$ cat src/hdl/irpw_pkg.sv
// ----------------------------------------------------------------------------
// irpw_pkg
// Shared types and constants for the IR pulse-width frame decoder.
// ----------------------------------------------------------------------------
package irpw_pkg;

	// Widths fixed by the field definitions
	localparam int CFG_W       = 16;
	localparam int NUM_CFG     = 8;
	localparam int CFG_IDX_W   = 3;
	localparam int WORD_W      = 32;
	localparam int CNT_W       = 5;
	localparam int MODE_W      = 2;
	localparam int CLS_W       = 3;

	// Bits per frame; the count runs 0 .. FRAME_BITS-1
	localparam int FRAME_BITS  = 32;

	// Default timestamp width
	localparam int TIME_WIDTH_DEF = 16;

	// Configuration register indexes
	localparam logic [CFG_IDX_W-1:0] REG_START_MIN = 3'd0;
	localparam logic [CFG_IDX_W-1:0] REG_START_MAX = 3'd1;
	localparam logic [CFG_IDX_W-1:0] REG_ZERO_MIN  = 3'd2;
	localparam logic [CFG_IDX_W-1:0] REG_ZERO_MAX  = 3'd3;
	localparam logic [CFG_IDX_W-1:0] REG_ONE_MIN   = 3'd4;
	localparam logic [CFG_IDX_W-1:0] REG_ONE_MAX   = 3'd5;
	localparam logic [CFG_IDX_W-1:0] REG_PAUSE_MIN = 3'd6;
	localparam logic [CFG_IDX_W-1:0] REG_PAUSE_MAX = 3'd7;

	// Register reset values
	localparam logic [CFG_W-1:0] RST_START_MIN = 16'd8200;
	localparam logic [CFG_W-1:0] RST_START_MAX = 16'd10000;
	localparam logic [CFG_W-1:0] RST_ZERO_MIN  = 16'd400;
	localparam logic [CFG_W-1:0] RST_ZERO_MAX  = 16'd700;
	localparam logic [CFG_W-1:0] RST_ONE_MIN   = 16'd1400;
	localparam logic [CFG_W-1:0] RST_ONE_MAX   = 16'd1900;
	localparam logic [CFG_W-1:0] RST_PAUSE_MIN = 16'd4200;
	localparam logic [CFG_W-1:0] RST_PAUSE_MAX = 16'd4800;

	// Event kinds
	localparam logic [MODE_W-1:0] MODE_EDGE    = 2'd0;
	localparam logic [MODE_W-1:0] MODE_TIMEOUT = 2'd1;
	localparam logic [MODE_W-1:0] MODE_ACK     = 2'd2;

	// Pulse classes
	localparam logic [CLS_W-1:0] CLS_START = 3'd0;
	localparam logic [CLS_W-1:0] CLS_ZERO  = 3'd1;
	localparam logic [CLS_W-1:0] CLS_ONE   = 3'd2;
	localparam logic [CLS_W-1:0] CLS_PAUSE = 3'd3;
	localparam logic [CLS_W-1:0] CLS_ERROR = 3'd4;
	localparam logic [CLS_W-1:0] CLS_NONE  = 3'd5;

	// One result transaction
	typedef struct packed {
		logic              frame_ready;
		logic [WORD_W-1:0] code_word;
		logic [CNT_W-1:0]  bits_received;
		logic [CLS_W-1:0]  pulse_class;
	} result_t;

endpackage

$ cat src/hdl/ir_pulse_width_frame_decoder_top.sv
// ----------------------------------------------------------------------------
// ir_pulse_width_frame_decoder_top
// Classifies IR edge intervals against configurable windows and assembles
// a 32-bit code word with a sticky frame-ready flag.
// ----------------------------------------------------------------------------
//  Channel | Direction | Handshake          | Payload
//  --------+-----------+--------------------+----------------------------------
//  in      | input     | in_valid/in_stall  | mode, capture_time
//  out     | output    | out_valid/out_stall| frame_ready, code_word,
//          |           |                    | bits_received, pulse_class
//  cfg     | input     | cfg_wr_en          | cfg_index, cfg_data
//
//  One transaction per cycle while in_stall is low: the interval subtract, the
//  four window compares and the word shift settle combinationally and update
//  state at acceptance. Results leave from an output register backed by one
//  skid slot; in_stall rises only while the skid slot is occupied.
//  Each accepted result is registered in the output register or skid slot.
//  arst_n clears decoder state, the output queue and loads window defaults.
// ----------------------------------------------------------------------------
module ir_pulse_width_frame_decoder_top
	import irpw_pkg::*;
#(
	parameter int TIME_WIDTH = TIME_WIDTH_DEF
) (
	input  logic                  clk,
	input  logic                  arst_n,
	// Input channel
	input  logic                  in_valid,
	output logic                  in_stall,
	input  logic [MODE_W-1:0]     mode,
	input  logic [TIME_WIDTH-1:0] capture_time,
	// Output channel
	output logic                  out_valid,
	input  logic                  out_stall,
	output logic                  frame_ready,
	output logic [WORD_W-1:0]     code_word,
	output logic [CNT_W-1:0]      bits_received,
	output logic [CLS_W-1:0]      pulse_class,
	// Configuration write port
	input  logic                  cfg_wr_en,
	input  logic [CFG_IDX_W-1:0]  cfg_index,
	input  logic [CFG_W-1:0]      cfg_data
);

	localparam int CMP_W = (TIME_WIDTH > CFG_W) ? TIME_WIDTH : CFG_W;

	// Configuration registers
	logic [CFG_W-1:0] cfg_q [NUM_CFG];

	// Decoder state
	logic [TIME_WIDTH-1:0] prev_time_q;
	logic [CNT_W-1:0]      bit_cnt_q;
	logic [WORD_W-1:0]     shift_word_q;
	logic                  ready_q;

	// Output queue
	logic    out_valid_q;
	logic    skid_valid_q;
	result_t out_q;
	result_t skid_q;

	// Next-state values
	logic [TIME_WIDTH-1:0] interval;
	logic [CMP_W-1:0]      ivl_x;
	logic                  hit_start, hit_zero, hit_one, hit_pause;
	logic [CNT_W:0]        cnt_inc;
	logic [CNT_W-1:0]      cnt_nxt;
	logic [WORD_W-1:0]     word_nxt;
	logic                  ready_nxt;
	logic [CLS_W-1:0]      cls_nxt;
	logic                  accept;
	logic                  take;
	result_t               res_nxt;

	// Configuration writes
	always_ff @(posedge clk or negedge arst_n) begin
		if (!arst_n) begin
			cfg_q[REG_START_MIN] <= RST_START_MIN;
			cfg_q[REG_START_MAX] <= RST_START_MAX;
			cfg_q[REG_ZERO_MIN]  <= RST_ZERO_MIN;
			cfg_q[REG_ZERO_MAX]  <= RST_ZERO_MAX;
			cfg_q[REG_ONE_MIN]   <= RST_ONE_MIN;
			cfg_q[REG_ONE_MAX]   <= RST_ONE_MAX;
			cfg_q[REG_PAUSE_MIN] <= RST_PAUSE_MIN;
			cfg_q[REG_PAUSE_MAX] <= RST_PAUSE_MAX;
		end else if (cfg_wr_en) begin
			cfg_q[cfg_index] <= cfg_data;
		end
	end

	// Interval and window compares (bounds inclusive)
	assign interval = capture_time - prev_time_q;
	assign ivl_x    = CMP_W'(interval);

	assign hit_start = (ivl_x >= CMP_W'(cfg_q[REG_START_MIN])) &&
	                   (ivl_x <= CMP_W'(cfg_q[REG_START_MAX]));
	assign hit_zero  = (ivl_x >= CMP_W'(cfg_q[REG_ZERO_MIN])) &&
	                   (ivl_x <= CMP_W'(cfg_q[REG_ZERO_MAX]));
	assign hit_one   = (ivl_x >= CMP_W'(cfg_q[REG_ONE_MIN])) &&
	                   (ivl_x <= CMP_W'(cfg_q[REG_ONE_MAX]));
	assign hit_pause = (ivl_x >= CMP_W'(cfg_q[REG_PAUSE_MIN])) &&
	                   (ivl_x <= CMP_W'(cfg_q[REG_PAUSE_MAX]));

	assign cnt_inc = {1'b0, bit_cnt_q} + 1'b1;

	// Classification and next state
	always_comb begin
		cnt_nxt   = bit_cnt_q;
		word_nxt  = shift_word_q;
		ready_nxt = ready_q;
		cls_nxt   = CLS_NONE;
		case (mode)
			MODE_EDGE: begin
				if (hit_start) begin
					cls_nxt  = CLS_START;
					cnt_nxt  = '0;
					word_nxt = '0;
				end else if (hit_zero || hit_one) begin
					cls_nxt  = hit_zero ? CLS_ZERO : CLS_ONE;
					word_nxt = {shift_word_q[WORD_W-2:0], ~hit_zero};
					// frame complete: flag it and restart the count
					if (cnt_inc == (CNT_W+1)'(FRAME_BITS)) begin
						ready_nxt = 1'b1;
						cnt_nxt   = '0;
					end else begin
						cnt_nxt = cnt_inc[CNT_W-1:0];
					end
				end else if (hit_pause) begin
					cls_nxt = CLS_PAUSE;
					cnt_nxt = '0;
				end else begin
					cls_nxt  = CLS_ERROR;
					cnt_nxt  = '0;
					word_nxt = '0;
				end
			end
			MODE_TIMEOUT: begin
				cnt_nxt   = '0;
				word_nxt  = '0;
				ready_nxt = 1'b0;
			end
			MODE_ACK: begin
				ready_nxt = 1'b0;
			end
			default: begin
				// unused code: state holds
			end
		endcase
	end

	assign res_nxt.frame_ready   = ready_nxt;
	assign res_nxt.code_word     = word_nxt;
	assign res_nxt.bits_received = cnt_nxt;
	assign res_nxt.pulse_class   = cls_nxt;

	// Handshake
	assign in_stall = skid_valid_q;
	assign accept   = in_valid && !skid_valid_q;
	assign take     = out_valid_q && !out_stall;

	// Decoder state update on each accepted transaction
	always_ff @(posedge clk or negedge arst_n) begin
		if (!arst_n) begin
			prev_time_q  <= '0;
			bit_cnt_q    <= '0;
			shift_word_q <= '0;
			ready_q      <= 1'b0;
		end else if (accept) begin
			if (mode == MODE_EDGE) begin
				prev_time_q <= capture_time;
			end
			bit_cnt_q    <= cnt_nxt;
			shift_word_q <= word_nxt;
			ready_q      <= ready_nxt;
		end
	end

	// Output register with one skid slot
	always_ff @(posedge clk or negedge arst_n) begin
		if (!arst_n) begin
			out_valid_q  <= 1'b0;
			skid_valid_q <= 1'b0;
		end else if (skid_valid_q) begin
			if (take) begin
				skid_valid_q <= 1'b0;
			end
		end else if (accept) begin
			if (out_valid_q && !take) begin
				skid_valid_q <= 1'b1;
			end
			out_valid_q <= 1'b1;
		end else if (take) begin
			out_valid_q <= 1'b0;
		end
	end

	// Payload of the output queue
	always_ff @(posedge clk) begin
		if (skid_valid_q) begin
			if (take) begin
				out_q <= skid_q;
			end
		end else if (accept) begin
			if (out_valid_q && !take) begin
				skid_q <= res_nxt;
			end else begin
				out_q <= res_nxt;
			end
		end
	end

	assign out_valid     = out_valid_q;
	assign frame_ready   = out_q.frame_ready;
	assign code_word     = out_q.code_word;
	assign bits_received = out_q.bits_received;
	assign pulse_class   = out_q.pulse_class;

endmodule

$ cat config.mk
export PLATFORM = sky130hd
export DESIGN_NAME = ir_pulse_width_frame_decoder_top
export DESIGN_NICKNAME = d
export VERILOG_FILES = /design/src/hdl/irpw_pkg.sv /design/src/hdl/ir_pulse_width_frame_decoder_top.sv
export SDC_FILE = /design/constraint.sdc
export NUM_CORES = 1
export LEC_CHECK = 0
export BUFFER_PORTS_ARGS = -buffer_cell sky130_fd_sc_hd__buf_2
export CAP_MARGIN = 20
export CORE_MARGIN = 3
export CORE_UTILIZATION = 50
export CTS_BUF_LIST = sky130_fd_sc_hd__clkbuf_16
export CTS_CLUSTER_DIAMETER = 120
export DETAILED_ROUTE_END_ITERATION = 16
export PLACE_DENSITY = 0.68
export REMOVE_ABC_BUFFERS = 1
export SLEW_MARGIN = 0
export SYNTH_ARGS = -nofsm -noshare
export SYNTH_HDL_FRONTEND = slang
export SYNTH_SLANG_ARGS = --single-unit
$ cat constraint.sdc
create_clock -name clk -period 6.4 [get_ports clk]
set_clock_uncertainty 0.1 [all_clocks]
set_input_delay 0.96 -clock clk [delete_from_list [all_inputs] [get_ports clk]]
set_output_delay 0.96 -clock clk [all_outputs]
set_load 0.02 [all_outputs]
==> PnR_summary.wiki <==
{| class="wikitable"
! Metric !! Value
|-
| CP required || 6.59 ns
|-
| Cell with the largest stage delay on the worst path || a2111oi_0
|-
| Worst rel slew slack || 25.7%
|-
| DP HPWL || 22700 um
|-
| Global-route wire length before repair || 52900 um
|-
| Power per cell area || 548 mW/mm^2
|-
| Total CTS buffers || 30
|-
| Highest net fanout along the worst path || 31
|-
| Clock latency on the worst-skew pair || 0.55 ns
|-
| Number of optimization iterations in the first detailed-route pass || 5
|-
| Cell count along the critical path || 19
|-
| Chip Width || 175 um
|-
| Leading cell types in the layout, fill and taps excluded || inv_1 (152), dfrtp_1 (146), ha_1 (145)
|-
| Primary FF master, synth || dfrtp_1
|-
| Final weighted congestion in routability-driven placement || 0.858
|-
| Sequential element share of the synthesized area || 49.8%
|-
| Fraction of the mapped netlist area in simple logic gates || 7.84%
|-
| TritonCTS clock tree || yes
|-
| Initial core utilization || 51.1%
|-
| Detailed router's first-iteration violation count || 519
|-
| Vertical die dimension || 175 um
|-
| Worst Tran Pin Value || 1.11 ns
|-
| Root buffer cell || clkbuf_16
|-
| Final WL || 32400 um
|-
| Floorplan row count || 61
|-
| Final antenna-violating net count || 0
|-
| Commonest non-fill, non-tap cell in the layout || inv_1
|-
| Hold-fix buffer count after cts || 0
|-
| Start-to-end type of the worst setup path || input pin to flop
|-
| Maximum number of pins on one net before global-route repair || 89
|-
| Post-layout min period || 5.96 ns
|-
| Setup slack of the worst register-to-register path || 0.53 ns
|-
| Critical path capture point type || flop
|-
| GRT Overall Usage || 21.5%
|-
| Register area || 0.00711 sq mm
|-
| Count of flip-flops with a built-in enable after synthesis || 82
|-
| Share of flip-flops with an asynchronous set or reset after synthesis || 69.2%
|-
| Clock sink count || 266
|-
| Number of H-tree levels || 1
|-
| Launch instance of the worst register-to-register path || prev_time_q[1]
|-
| Count of distinct cell types in the synthesized netlist || 66
|-
| Max Slew Vio Count || 0
|-
| Number of buffer and inverter stages on the critical path || 3
|-
| Number of hold violations in the final report || 0
|-
| Syn_area_per_cell || 11.2 sq um
|-
| Worst IR drop on VDD || 0.000367 V
|-
| Area leader, netlist || dfrtp_1
|-
| FILL cells || 2358
|-
| Dominant combinational cell family by area after synthesis || compound AO/OA/AOI/OAI gates
|-
| Leakage power figure || 7.41 nW
|-
| Total negative slack for setup checks || 0 ns
|-
| Number of antenna violations at the first check in global routing || 0
|-
| Aggregate global routing overflow || 0
|-
| Post-synthesis instance total || 1270
|-
| Worst hold path type || input pin to asynchronous set/reset pin
|-
| Buffers added on ports || 84
|-
| Outcome || completed
|-
| Setup WS post-layout || 0.435 ns
|-
| Portion of netlist area occupied by mux cells || 8.36%
|-
| Full die area || 0.0306 sq mm
|-
| Ratio of final minimum period to clock period || 93.2%
|-
| Area share of the largest cell type after synthesis || 25.8%
|-
| Post-DP Area || 0.0153 sq mm
|-
| Final instance area || 0.0164 sq mm
|-
| Main area contributors after synthesis || dfrtp_1 (26%), edfxtp_1 (17%), ha_1 (13%)
|-
| Family of cells with the greatest summed delay on the critical path || compound AO/OA/AOI/OAI gates
|-
| Top-level port count || 85
|-
| Routed wire length per instance || 18.2 um
|-
| Complex-gate fraction of the synthesized area || 14.8%
|-
| Worst hold margin || 0.385 ns
|-
| Final Non-Filler Cells || 1779
|-
| Overall power of the completed layout || 8.95 mW
|-
| Via count of the first global-routing pass || 9802
|-
| Area inside the core boundary || 0.0279 sq mm
|-
| Post-Synth Adder-Cell Area || 12.9%
|-
| Number of cells on the worst reg-to-reg path || 19
|-
| Cell area after synthesis || 0.0143 sq mm
|-
| Detailed-route DRC error count || 0
|-
| Crit Reg-Reg Endpoint || code_word[13]
|-
| Worst path cell trace || buf_2 -> ha_1 -> nor2b_1 -> o21a_1 -> o21ai_0 -> buf_4 -> a211o_1 -> nand3b_1 -> xor2_1 -> ha_1 -> a21oi_1 -> o21ai_0 -> a2111oi_0 -> a21oi_1 -> o221ai_1 -> o41ai_4 -> buf_12 -> a22o_2 -> mux2_2
|-
| Setup Slack @ Placement || 0.0502 ns
|-
| Clock-pin transition on the worst setup and hold timing paths || 0.06 ns
|-
| Delay of the slowest cell on the worst path || 0.93 ns
|-
| Maximum capacitance violations || 0
|-
| Buffer levels on the longest clock path || 3
|-
| RSZ-0062 raised after global routing || no
|-
| Post-Synth XOR/XNOR Area || 0.921%
|-
| Routed vias || 9736
|-
| Count of warnings emitted by yosys || 0
|-
| Share of cells above drive strength 1 || 25.8%
|-
| Ratio of routed vias to standard cells || 5.47
|-
| Resized cells post-CTS || 0
|-
| Flip-flop and latch count after synthesis || 266
|-
| Worst EP arrival || 6.16 ns
|-
| Growth of design area from synthesis to finish || 14.6%
|-
| Highest attainable clock frequency || 168 MHz
|-
| Instance count after placement with tap cells included || 1722
|-
| Ant. Diodes || 0
|-
| Share of the core filled with cells || 58.5%
|-
| # nets final || 1565
|-
| Area of the multi-input gates || 0.00642 sq mm
|-
| Kind of start point of the critical path || input pin
|-
| Number of setup buffers added after CTS || 0
|-
| Final Setup Violations || 0
|}
Yosys cell counts (4+ instances only):
cell and n:
edfxtp_1 82, dfstp_2 37, buf_6 6, o21a_1 5, o31ai_1 6, ha_1 145, nand2b_1 7, o21ai_0 99
mux2_2 106, nand2_1 130, inv_1 148, nor2_1 31, nor2b_1 10, a22o_1 34, a211o_1 4, a21o_1 10
nand3_1 11, a21oi_1 72, a211oi_1 6, nand4_1 11, clkbuf_1 28, xor2_1 4, nor3_1 15, xnor2_1 11
or2_2 4, and3_1 4, a221oi_1 5, o211ai_1 4, dfrtp_1 147, a22o_2 29
per-layer routing:
metal,global-route usage (%),share of wire (%)
met5,0,0
met4,5.09,2.2
met3,3.52,4.3
met2,35.4,47
met1,30.1,47
how the worst max path moves through the flow:
stage	from	endpoint	slack, ns
floorplan	capture_time[0]	code_word[10]	0.51
global placement	capture_time[1]	code_word[20]	0.06
detailed placement	capture_time[1]	code_word[19]	0.05
CTS	capture_time[1]	code_word[13]	0.59
global route	capture_time[8]	code_word[13]	0.29
finish	capture_time[1]	code_word[13]	0.44
layout make-up:
type	count	share of cell area (%)
sequential	266	43.5
tap	378	2.89
inverter	148	3.40
clock inverter	25	1.75
timing repair buffer	117	4.45
clock buffer	31	4.74
multi-input combinational	814	39.3
sequential cells by signal, summed over array words and instances (netlist names):
name	flops
skid_q	41
in_stall	1
code_word	32
shift_word_q	32
out_valid	1
bit_cnt_q	5
pulse_class	3
frame_ready	1
prev_time_q	16
ready_q	1
bits_received	5
cfg_q	128
report_power, final:
part           leakage (nW)  switching, mW  internal (mW)
clock network         0.525          0.704           1.12
registers              3.02          0.146           2.24
logic                  3.87           2.90           1.84
kinds of logic (layout without fill, tap and decap cells):
group / Yosys count / count (layout)
flops: 266 / 266
fa+ha+maj: 146 / 146
simple gates: 243 / 243
mux: 106 / 106
xor+xnor: 15 / 15
buf+inv: 190 / 321
compound gates: 304 / 304
Note: power is estimated with default switching activity, not from simulation.
